===== config.mk =====
export PLATFORM = sky130hd
export DESIGN_NAME = length_framed_message_ring_flat
export DESIGN_NICKNAME = d
export VERILOG_FILES = /design/src/hw/rtl/lfmr_pkg.sv /design/src/hw/rtl/lfmr_if.sv /design/src/hw/rtl/lfmr_front.sv /design/src/hw/rtl/lfmr_back.sv /design/src/hw/rtl/length_framed_message_ring.sv /design/src/flat_wrapper.sv
export SDC_FILE = /design/constraint.sdc
export NUM_CORES = 2
export LEC_CHECK = 0
export ABC_AREA = 1
export BUFFER_PORTS_ARGS = -buffer_cell sky130_fd_sc_hd__buf_2
export CAP_MARGIN = 20
export CORE_ASPECT_RATIO = 0.9
export CORE_MARGIN = 2
export CORE_UTILIZATION = 42
export DETAILED_ROUTE_END_ITERATION = 10
export SLEW_MARGIN = 5
export SYNTH_ARGS = -nofsm -noshare
export SYNTH_HDL_FRONTEND = slang
export SYNTH_SLANG_ARGS = --single-unit

===== constraint.sdc =====
create_clock -name clk -period 7 [get_ports clk]
set_clock_uncertainty 0.1 [all_clocks]
set_input_delay 0.7 -clock clk [delete_from_list [all_inputs] [get_ports clk]]
set_output_delay 0.7 -clock clk [all_outputs]
set_load 0.1 [all_outputs]

===== src/hw/rtl/lfmr_pkg.sv =====
// lfmr_pkg: shared types and constants for the length framed message ring.
// No dependencies.
`timescale 1ns / 1ps

package lfmr_pkg;

  localparam int RING_BYTES_DEF        = 256;
  localparam int MAX_MESSAGE_BYTES_DEF = 64;
  localparam int MIN_MESSAGE_BYTES     = 2;
  localparam int BYTE_W                = 8;
  localparam int COUNT_W               = 8;
  localparam logic [COUNT_W-1:0] COUNT_MAX = 8'd255;
  localparam int QUEUE_DEPTH           = 2;

  typedef enum logic [1:0] {
    OP_PUSH,
    OP_PUSH_END,
    OP_POP
  } op_kind_t;

  typedef struct packed {
    op_kind_t          kind;
    logic [BYTE_W-1:0] data;
  } item_t;

endpackage


===== src/hw/rtl/lfmr_if.sv =====
// lfmr_req_if / lfmr_rsp_if: valid-ready channels for requests and results.
// No dependencies.
`timescale 1ns / 1ps

interface lfmr_req_if;
  logic       valid;
  logic       ready;
  logic       cmd;
  logic [7:0] push_byte;
  logic       push_end;

  modport source (output valid, cmd, push_byte, push_end, input ready);
  modport sink   (input valid, cmd, push_byte, push_end, output ready);
endinterface

interface lfmr_rsp_if;
  logic       valid;
  logic       ready;
  logic [7:0] out_byte;
  logic       out_last;
  logic       queue_empty;
  logic       byte_dropped;

  modport source (output valid, out_byte, out_last, queue_empty, byte_dropped, input ready);
  modport sink   (input valid, out_byte, out_last, queue_empty, byte_dropped, output ready);
endinterface


===== src/hw/rtl/lfmr_front.sv =====
// lfmr_front: accepts requests, decodes them into items, holds them in a short queue.
// Depends on lfmr_pkg and lfmr_req_if.
`timescale 1ns / 1ps

module lfmr_front import lfmr_pkg::*; (
  input  logic              clk,
  input  logic              rst,
  lfmr_req_if.sink          request,
  output logic              item_valid,
  input  logic              item_take,
  output item_t             item
);

  localparam int PTR_W = (QUEUE_DEPTH > 1) ? $clog2(QUEUE_DEPTH) : 1;
  localparam int CNT_W = $clog2(QUEUE_DEPTH + 1);

  item_t              entry [QUEUE_DEPTH];
  logic [PTR_W-1:0]   wr_ptr;
  logic [PTR_W-1:0]   rd_ptr;
  logic [CNT_W-1:0]   fill;
  item_t              decoded;
  logic               put;
  logic               get;

  always_comb begin
    decoded.data = request.push_byte;
    if (request.cmd) begin
      decoded.kind = OP_POP;
    end else if (request.push_end) begin
      decoded.kind = OP_PUSH_END;
    end else begin
      decoded.kind = OP_PUSH;
    end
  end

  assign request.ready = (fill != CNT_W'(QUEUE_DEPTH));
  assign put           = request.valid && request.ready;
  assign item_valid    = (fill != '0);
  assign get           = item_take && item_valid;
  assign item          = entry[rd_ptr];

  always_ff @(posedge clk) begin
    if (put) begin
      entry[wr_ptr] <= decoded;
    end
  end

  always_ff @(posedge clk) begin
    if (rst) begin
      wr_ptr <= '0;
      rd_ptr <= '0;
      fill   <= '0;
    end else begin
      if (put) begin
        wr_ptr <= (wr_ptr == PTR_W'(QUEUE_DEPTH - 1)) ? '0 : wr_ptr + 1'b1;
      end
      if (get) begin
        rd_ptr <= (rd_ptr == PTR_W'(QUEUE_DEPTH - 1)) ? '0 : rd_ptr + 1'b1;
      end
      case ({put, get})
        2'b10:   fill <= fill + 1'b1;
        2'b01:   fill <= fill - 1'b1;
        default: fill <= fill;
      endcase
    end
  end

endmodule


===== src/hw/rtl/lfmr_back.sv =====
// lfmr_back: byte ring memory, counters and pop sequencer with result register.
// Depends on lfmr_pkg and lfmr_rsp_if.
`timescale 1ns / 1ps

module lfmr_back import lfmr_pkg::*; #(
  parameter int RING_BYTES        = RING_BYTES_DEF,
  parameter int MAX_MESSAGE_BYTES = MAX_MESSAGE_BYTES_DEF
) (
  input  logic              clk,
  input  logic              rst,
  input  logic              item_valid,
  output logic              item_take,
  input  item_t             item,
  lfmr_rsp_if.source        result
);

  localparam int IDX_W = $clog2(RING_BYTES);
  localparam int CNT_W = $clog2(RING_BYTES + 1);
  localparam int K_W   = $clog2(MAX_MESSAGE_BYTES + 1);

  typedef enum logic {
    ST_IDLE,
    ST_READ
  } state_t;

  logic [BYTE_W-1:0]  ring [RING_BYTES];
  logic [BYTE_W-1:0]  rd_data;

  state_t             state;
  logic [IDX_W-1:0]   write_index;
  logic [IDX_W-1:0]   read_index;
  logic [COUNT_W-1:0] message_count;
  logic [CNT_W-1:0]   bytes_held;
  logic [K_W-1:0]     taken;
  logic [K_W-1:0]     want;

  logic               out_valid;
  logic [BYTE_W-1:0]  out_byte;
  logic               out_last;
  logic               queue_empty;
  logic               byte_dropped;

  logic               slot_free;
  logic               full;
  logic               none;
  logic               is_pop;
  logic               needs_slot;
  logic               mem_we;
  logic               mem_re;
  logic               issue_first;
  logic               issue_next;
  logic               load;
  logic               emit;
  logic               last;
  logic [K_W-1:0]     want_c;

  function automatic logic [IDX_W-1:0] advance(input logic [IDX_W-1:0] i);
    return (i == IDX_W'(RING_BYTES - 1)) ? '0 : i + 1'b1;
  endfunction

  assign slot_free  = !out_valid || result.ready;
  assign full       = (bytes_held == CNT_W'(RING_BYTES));
  assign none       = (message_count == '0) || (bytes_held == '0);
  assign is_pop     = (item.kind == OP_POP);
  assign needs_slot = is_pop ? none : full;
  assign item_take  = (state == ST_IDLE) && item_valid && (!needs_slot || slot_free);

  assign mem_we      = item_take && !is_pop && !full;
  assign issue_first = item_take && is_pop && !none;
  assign load        = (state == ST_READ) && slot_free;
  assign emit        = ((state == ST_IDLE) && item_take && needs_slot) || load;

  always_comb begin
    if (rd_data < BYTE_W'(MIN_MESSAGE_BYTES)) begin
      want_c = K_W'(MIN_MESSAGE_BYTES);
    end else if (rd_data > BYTE_W'(MAX_MESSAGE_BYTES)) begin
      want_c = K_W'(MAX_MESSAGE_BYTES);
    end else begin
      want_c = K_W'(rd_data);
    end
    if (taken == K_W'(1)) begin
      last = (bytes_held == '0);
    end else if (taken == K_W'(2)) begin
      last = (want_c <= K_W'(2)) || (bytes_held == '0);
    end else begin
      last = (taken == want) || (bytes_held == '0);
    end
  end

  assign issue_next = load && !last;
  assign mem_re     = issue_first || issue_next;

  always_ff @(posedge clk) begin
    if (mem_we) begin
      ring[write_index] <= item.data;
    end
    if (mem_re) begin
      rd_data <= ring[read_index];
    end
  end

  always_ff @(posedge clk) begin
    if (rst) begin
      state         <= ST_IDLE;
      write_index   <= '0;
      read_index    <= '0;
      message_count <= '0;
      bytes_held    <= '0;
      taken         <= '0;
      out_valid     <= 1'b0;
    end else begin
      out_valid <= emit || (out_valid && !result.ready);

      if (mem_we) begin
        write_index <= advance(write_index);
        bytes_held  <= bytes_held + 1'b1;
        if ((item.kind == OP_PUSH_END) && (message_count != COUNT_MAX)) begin
          message_count <= message_count + 1'b1;
        end
      end

      if (mem_re) begin
        read_index <= advance(read_index);
        bytes_held <= bytes_held - 1'b1;
        taken      <= issue_first ? K_W'(1) : taken + 1'b1;
      end

      case (state)
        ST_IDLE: begin
          if (item_take && needs_slot) begin
            out_byte     <= '0;
            out_last     <= 1'b1;
            queue_empty  <= is_pop;
            byte_dropped <= !is_pop;
            if (is_pop && (bytes_held == '0)) begin
              message_count <= '0;
            end
          end
          if (issue_first) begin
            state <= ST_READ;
          end
        end
        ST_READ: begin
          if (load) begin
            out_byte     <= rd_data;
            out_last     <= last;
            queue_empty  <= 1'b0;
            byte_dropped <= 1'b0;
            if (taken == K_W'(2)) begin
              want <= want_c;
            end
            if (last) begin
              message_count <= message_count - 1'b1;
              state         <= ST_IDLE;
            end
          end
        end
        default: state <= ST_IDLE;
      endcase
    end
  end

  assign result.valid        = out_valid;
  assign result.out_byte     = out_byte;
  assign result.out_last     = out_last;
  assign result.queue_empty  = queue_empty;
  assign result.byte_dropped = byte_dropped;

endmodule


===== src/hw/rtl/length_framed_message_ring.sv =====
// length_framed_message_ring: top level, front decode queue feeding the ring engine.
// Depends on lfmr_pkg, lfmr_if, lfmr_front, lfmr_back.
//
//   channel   dir   fields                                        accepted when
//   request   in    cmd, push_byte, push_end                      valid && ready
//   result    out   out_byte, out_last, queue_empty, byte_dropped valid && ready
//
// Requests enter a two-entry queue at one per cycle while it has room.
// A push writes one ring byte; a full-ring push or an empty pop waits for a
// free result slot and returns a single result. A pop first reads the ring,
// then one byte per cycle leaves the registered memory port, barring result stalls.
// Reset (rst, synchronous) empties the ring; no clearing pass. Result stalls
// hold the engine; requests keep queuing until the queue fills.
`timescale 1ns / 1ps

module length_framed_message_ring import lfmr_pkg::*; #(
  parameter int RING_BYTES        = RING_BYTES_DEF,
  parameter int MAX_MESSAGE_BYTES = MAX_MESSAGE_BYTES_DEF
) (
  input  logic       clk,
  input  logic       rst,
  lfmr_req_if.sink   request,
  lfmr_rsp_if.source result
);

  logic  item_valid;
  logic  item_take;
  item_t item;

  lfmr_front u_front (
    .clk        (clk),
    .rst        (rst),
    .request    (request),
    .item_valid (item_valid),
    .item_take  (item_take),
    .item       (item)
  );

  lfmr_back #(
    .RING_BYTES        (RING_BYTES),
    .MAX_MESSAGE_BYTES (MAX_MESSAGE_BYTES)
  ) u_back (
    .clk        (clk),
    .rst        (rst),
    .item_valid (item_valid),
    .item_take  (item_take),
    .item       (item),
    .result     (result)
  );

endmodule

===== src/flat_wrapper.sv =====
// flat-port wrapper written by rule: the top's interface ports become plain ports
module length_framed_message_ring_flat import lfmr_pkg::*;
#(
  parameter int RING_BYTES        = RING_BYTES_DEF,
  parameter int MAX_MESSAGE_BYTES = MAX_MESSAGE_BYTES_DEF
)
  (clk, rst, request_valid, request_cmd, request_push_byte, request_push_end, request_ready, result_valid, result_out_byte, result_out_last, result_queue_empty, result_byte_dropped, result_ready);
  lfmr_req_if request_i ();
  lfmr_rsp_if result_i ();
  input  logic clk;
  input  logic rst;
  input wire logic [$bits(request_i.valid)-1:0] request_valid;
  input wire logic [$bits(request_i.cmd)-1:0] request_cmd;
  input wire logic [$bits(request_i.push_byte)-1:0] request_push_byte;
  input wire logic [$bits(request_i.push_end)-1:0] request_push_end;
  output wire logic [$bits(request_i.ready)-1:0] request_ready;
  output wire logic [$bits(result_i.valid)-1:0] result_valid;
  output wire logic [$bits(result_i.out_byte)-1:0] result_out_byte;
  output wire logic [$bits(result_i.out_last)-1:0] result_out_last;
  output wire logic [$bits(result_i.queue_empty)-1:0] result_queue_empty;
  output wire logic [$bits(result_i.byte_dropped)-1:0] result_byte_dropped;
  input wire logic [$bits(result_i.ready)-1:0] result_ready;
  assign request_i.valid = request_valid;
  assign request_i.cmd = request_cmd;
  assign request_i.push_byte = request_push_byte;
  assign request_i.push_end = request_push_end;
  assign request_ready = request_i.ready;
  assign result_valid = result_i.valid;
  assign result_out_byte = result_i.out_byte;
  assign result_out_last = result_i.out_last;
  assign result_queue_empty = result_i.queue_empty;
  assign result_byte_dropped = result_i.byte_dropped;
  assign result_i.ready = result_ready;
  length_framed_message_ring #(.RING_BYTES(RING_BYTES), .MAX_MESSAGE_BYTES(MAX_MESSAGE_BYTES)) u_core (.clk(clk), .rst(rst), .request(request_i), .result(result_i));
endmodule

* Word level (Yosys, flattened, before mapping)
Memories as Yosys holds them, arrays and structs flattened. A register that Yosys moved wholly into a read port is not among the register bits.
Cells that the tools add are included.
** Word-level totals
- Output and inout bits :: 13
- Word-level logic and storage cells :: 128
- Memories :: 2
- Bits in registers :: 64
- Input port bits :: 14
- Memory bits (writable) :: 2068
** Memory list
- u_core.u_back.ring :: words 256, width 8, rd ports 1, clocked after Yosys merged registers in 1, write ports 1, line lfmr_back.sv:26 : logic [BYTE_W-1:0] ring [RING_BYTES];
- u_core.u_front.entry :: words 2, width 10, rd ports 1, clocked after Yosys merged registers in 1, write ports 1, line lfmr_front.sv:17 : item_t entry [QUEUE_DEPTH];
** Operators by class
- $lt $le $gt $ge :: 3
- Bitwise logic cells :: 2
- $add $sub $neg :: 11
- Equal/unequal tests :: 14
- Reductions and logical operators :: 38
- Multiplexer cells :: 43
** Operators by type and width (count)
- 2-to-1 mux 8 bit :: 10
- one-hot mux 8 bit (2 select lines) :: 2
- adder 8 x 1 -> 8 bit, second input constant :: 3
- 2-to-1 mux 7 bit :: 3
- 2-to-1 mux 1 bit :: 20
- 2-to-1 mux 9 bit :: 2
- == test 8 bit, second input constant :: 2
- logical AND 1 bit :: 16
- adder 9 x 1 -> 9 bit, second input constant :: 1
- == test 9 bit, second input constant :: 1
- logical NOT 9 bit :: 1
- subtractor 9 x 1 -> 9 bit, second input constant :: 1
- > comparator 8 x 7 -> 1 bit, second input constant :: 1
- logical NOT 8 bit :: 1
- logical OR 1 bit :: 8
- less-than comparator 8 x 2 -> 1 bit, second input constant :: 1
- inequality test 8 bit, second input constant :: 1
- one-hot mux 1 bit (2 select lines) :: 4
- subtractor 8 x 1 -> 8 bit, second input constant :: 1
- adder 7 x 1 -> 7 bit, second input constant :: 1
- == test 7 x 1 -> 1 bit, second input constant :: 1
- == test 7 x 2 -> 1 bit, second input constant :: 1
- == test 7 bit :: 1
- <= comparator 7 x 2 -> 1 bit, second input constant :: 1
- 14 further kinds :: 27

* Longest topological paths before layout
- Depth after elaboration :: 12
- Mapped depth :: 21
- Depth with buffers taken out :: 20

* Cells and area by module
From an unflattened synthesis, not the netlist that was laid out.
** Second synthesis, totals
- Cell total of the unflattened synthesis :: 6869
- Area total of the unflattened synthesis :: 86693.1 um^2
** Modules (own cells, without submodules)
- lfmr_back :: instances 1, seq. area each 63120.5 um^2, cells each 6798, area an instance 85683.4 um^2
- lfmr_front :: instances 1, seq. area each 700.7 um^2, cells each 71, area an instance 1009.7 um^2

* Worst setup path after synthesis
Ideal clock, no wire load.
- Path type :: reg2reg
- Start :: register with a tool-made name
- End :: memory u_core.u_back.ring[0][0], data pin
- Buffers on the path :: 1
- Data arrival time :: 3.506 ns
- Stages on the path, launching flop included :: 4
- Path slack :: 2.569 ns
- Setup time :: 0.824 ns
- Period minus slack after synthesis :: 4.431 ns
- Data required time :: 6.076 ns
- Cells stage by stage :: dfxtp_1 -> buf_4 -> nand2_1 -> nand2_1
** RTL lines (line)
- to (decl) :: lfmr_back.sv:26

==> flow_summary.toml <==
[timing]
fmax_mhz = 220
worst_hold_slack_ps = 58.6
final_max_slew_viol_count = 0
hold_viol = 0
finalSetupViolCount = 0
slew_headroom_pct = 20.7
finalSetupTns_ps = 0
tightest_slew_ps = 1190
post-route-period-util_pct = 65.1
period_needed_ps = 4550
rsz0062_at_grt = "no"

[worst_setup_path]
start_kind = "flop"
arrival_ps = 4930
worstPathRequired_ps = 7370
cp_max_fo = 26
path_class = "reg -> reg"
end_kind = "flop"

[routing]
vias_per_cell = 5.65
drt-initial-drc-count = 7466
routed_wl_um = 237000
drc = 0
vias = 56645
wl_per_cell_um = 23.6
ant_nets = 0
dr.pass1.iters = 5

[power_and_ir_drop]
finalPower_w = 0.0372
power_density_nw_per_um2 = 386
leakagePower_nw = 31.6
ir_drop_mv = 0.335

[floorplanning]
start_util_pct = 42.3
die-width_um = 485
fp.dieH_um = 436
ios = 27
rows = 158
core_sq_um = 206000
die_area_sq_um = 211000

[synth]
ys.flop_type = "edfxtp_1"
synthCells = 7268
syn-num-nets = 7301
synth_edf_count = 2094
async_flop_share_pct = 0
ys_seq_elements = 2141
synth_area_per_cell_sq_um = 12.0
synth_cell_types = 43
synth_area_sq_um = 87300
synth_warnings = 0
synth_seq_area_share_pct = 73.1

[layout]
nFillCells = 18287
final_area_sq_um = 96500
final_common_cell = "edfxtp_1"
fin_util_pct = 46.8
fin_nets = 7153
drive_gt1_share_pct = 6.23
final_cell_mix = "edfxtp_1, nor2_1, o21ai_0"
area_growth_pct = 10.5

[clocking]
cts_root_buffer = "clkbuf_16"
clk_path_buf_depth = 3
clk_pin_slew_ps = 60
numCtsBuffers = 215
post_cts_resized = 0
ctsHtreeMaxLevel = 4
cts_tree = "done"
clk_latency_ps = 870
cts_num_sinks = 2141

[place]
place_area_sq_um = 89600
numPortBuffers = 26
routabilityCongestion = 0.886
dp_hpwl_um = 132000

[grt]
grt_pass1_vias = 54053
grt_antenna_before_repair = 5
gr-total-overflow = 0
grt_use_total_pct = 22.0
grt_max_degree = 201
grt_pass1_wl_um = 354000

[flow_run]
max-cap-violations = 0

[hold_path]
hold_path.class = "in -> reg"

[run_status]
status = "complete, no violations"
==> area by class of cell <==
type	instances	area (sq um)	area share, %
tap	2720	3400	3.53
multi-input combinational	4480	20700	21.5
clock inverter	123	1090	1.13
timing repair buffer	112	1070	1.11
inverter	170	661	0.685
antenna	1	2.50	0.00259
sequential	2141	63800	66.2
clock buffer	278	5680	5.89
==> state kept, by name (all words and copies together), names as in the netlist, named ones only <==
signal / flops
u_core.u_back.bytes_held: 9
u_core.u_back.message_count: 8
u_core.u_back.rd_data: 8
u_core.u_back.read_index: 8
u_core.u_back.result.byte_dropped: 1
u_core.u_back.result.out_byte: 8
u_core.u_back.result.out_last: 1
u_core.u_back.result.queue_empty: 1
u_core.u_back.result.valid: 1
u_core.u_back.ring: 2048
u_core.u_back.state: 1
u_core.u_back.taken: 7
u_core.u_back.want: 7
u_core.u_back.write_index: 8
u_core.u_front.entry: 20
u_core.u_front.fill: 2
u_core.u_front.rd_ptr: 1
u_core.u_front.wr_ptr: 1
==> report_power, final <==
group	total, W	internal (W)	leakage, nW	switching, W
registers	0.0158	0.0156	19.3	0.000210
clock network	0.0112	0.00628	3.30	0.00487
logic	0.0102	0.00229	9.03	0.00795
==> layer usage <==
metal	track usage, %	routed length [um]
met4	6.33	6220
met5	0	0
met3	4.25	20800
met2	33.8	107000
met1	31.9	103000
==> final timing paths <==
kind / startpoint / end / slack [ps] / depth (start not counted)
worst max-delay path: flop / u_core.u_back.ring[41][7] / 2450 / 11
worst min-delay path: request_valid / u_core.u_front.wr_ptr / 60 / 3
worst max register to register: flop / u_core.u_back.ring[41][7] / 2450 / 11
worst min register to register: u_core.u_front.rd_ptr / flop / 360 / 1
==> worst max-delay path, stage by stage, from the launching register on <==
cell	delay (ps)
dfxtp_1	540
inv_2	160
nand2_1	110
nand2_2	70
nand2_2	110
nand2_1	130
inv_1	190
nand3_4	240
inv_2	560
nand4_1	840
buf_4	550
nor2_1	560
==> synthesized netlist by cell type, types with 29 or more instances <==
cell,count,area (sq um)
a21oi_1,135,676
buf_1,29,109
buf_2,189,946
clkbuf_1,231,867
dfxtp_1,47,941
edfxtp_1,2094,62900
inv_1,158,593
nand2_1,664,2490
nand3_1,352,1760
nor2_1,1734,6510
o211ai_1,250,1880
o21ai_0,1104,5530
o22ai_1,110,688
==> repair_timing <==
action | 4_1_cts | 5_1_grt
endpoints found under the hold margin | 18 | 0
buffers inserted | 0 | 0
hold buffers | 9 | 0
==> logic make-up (layout without fill, tap and decap cells) <==
kind of cell	Yosys count	in the layout	synth area share [%]
and+or+nand+nor	2825	2825	13.0
buffers and inverters	647	683	3.21
DFF	2141	2141	73.1
AOI/OAI and AO/OA	1616	1616	10.2
other	0	1	0
xor gates and xnor gates	20	20	0.201
adders and majority gates	19	19	0.281
==> metrics by stage <==
| stage | cells | setup WS (ps) |
|---|---|---|
| global route | 10024 | 2250 |
| global placement | 9613 | 2520 |
| CTS | 10023 | 2490 |
| detailed placement | 9613 | 2500 |
| floorplan | 7268 | 2570 |
| finish | 10025 | 2450 |
Note: power is estimated with default switching activity, not from simulation.
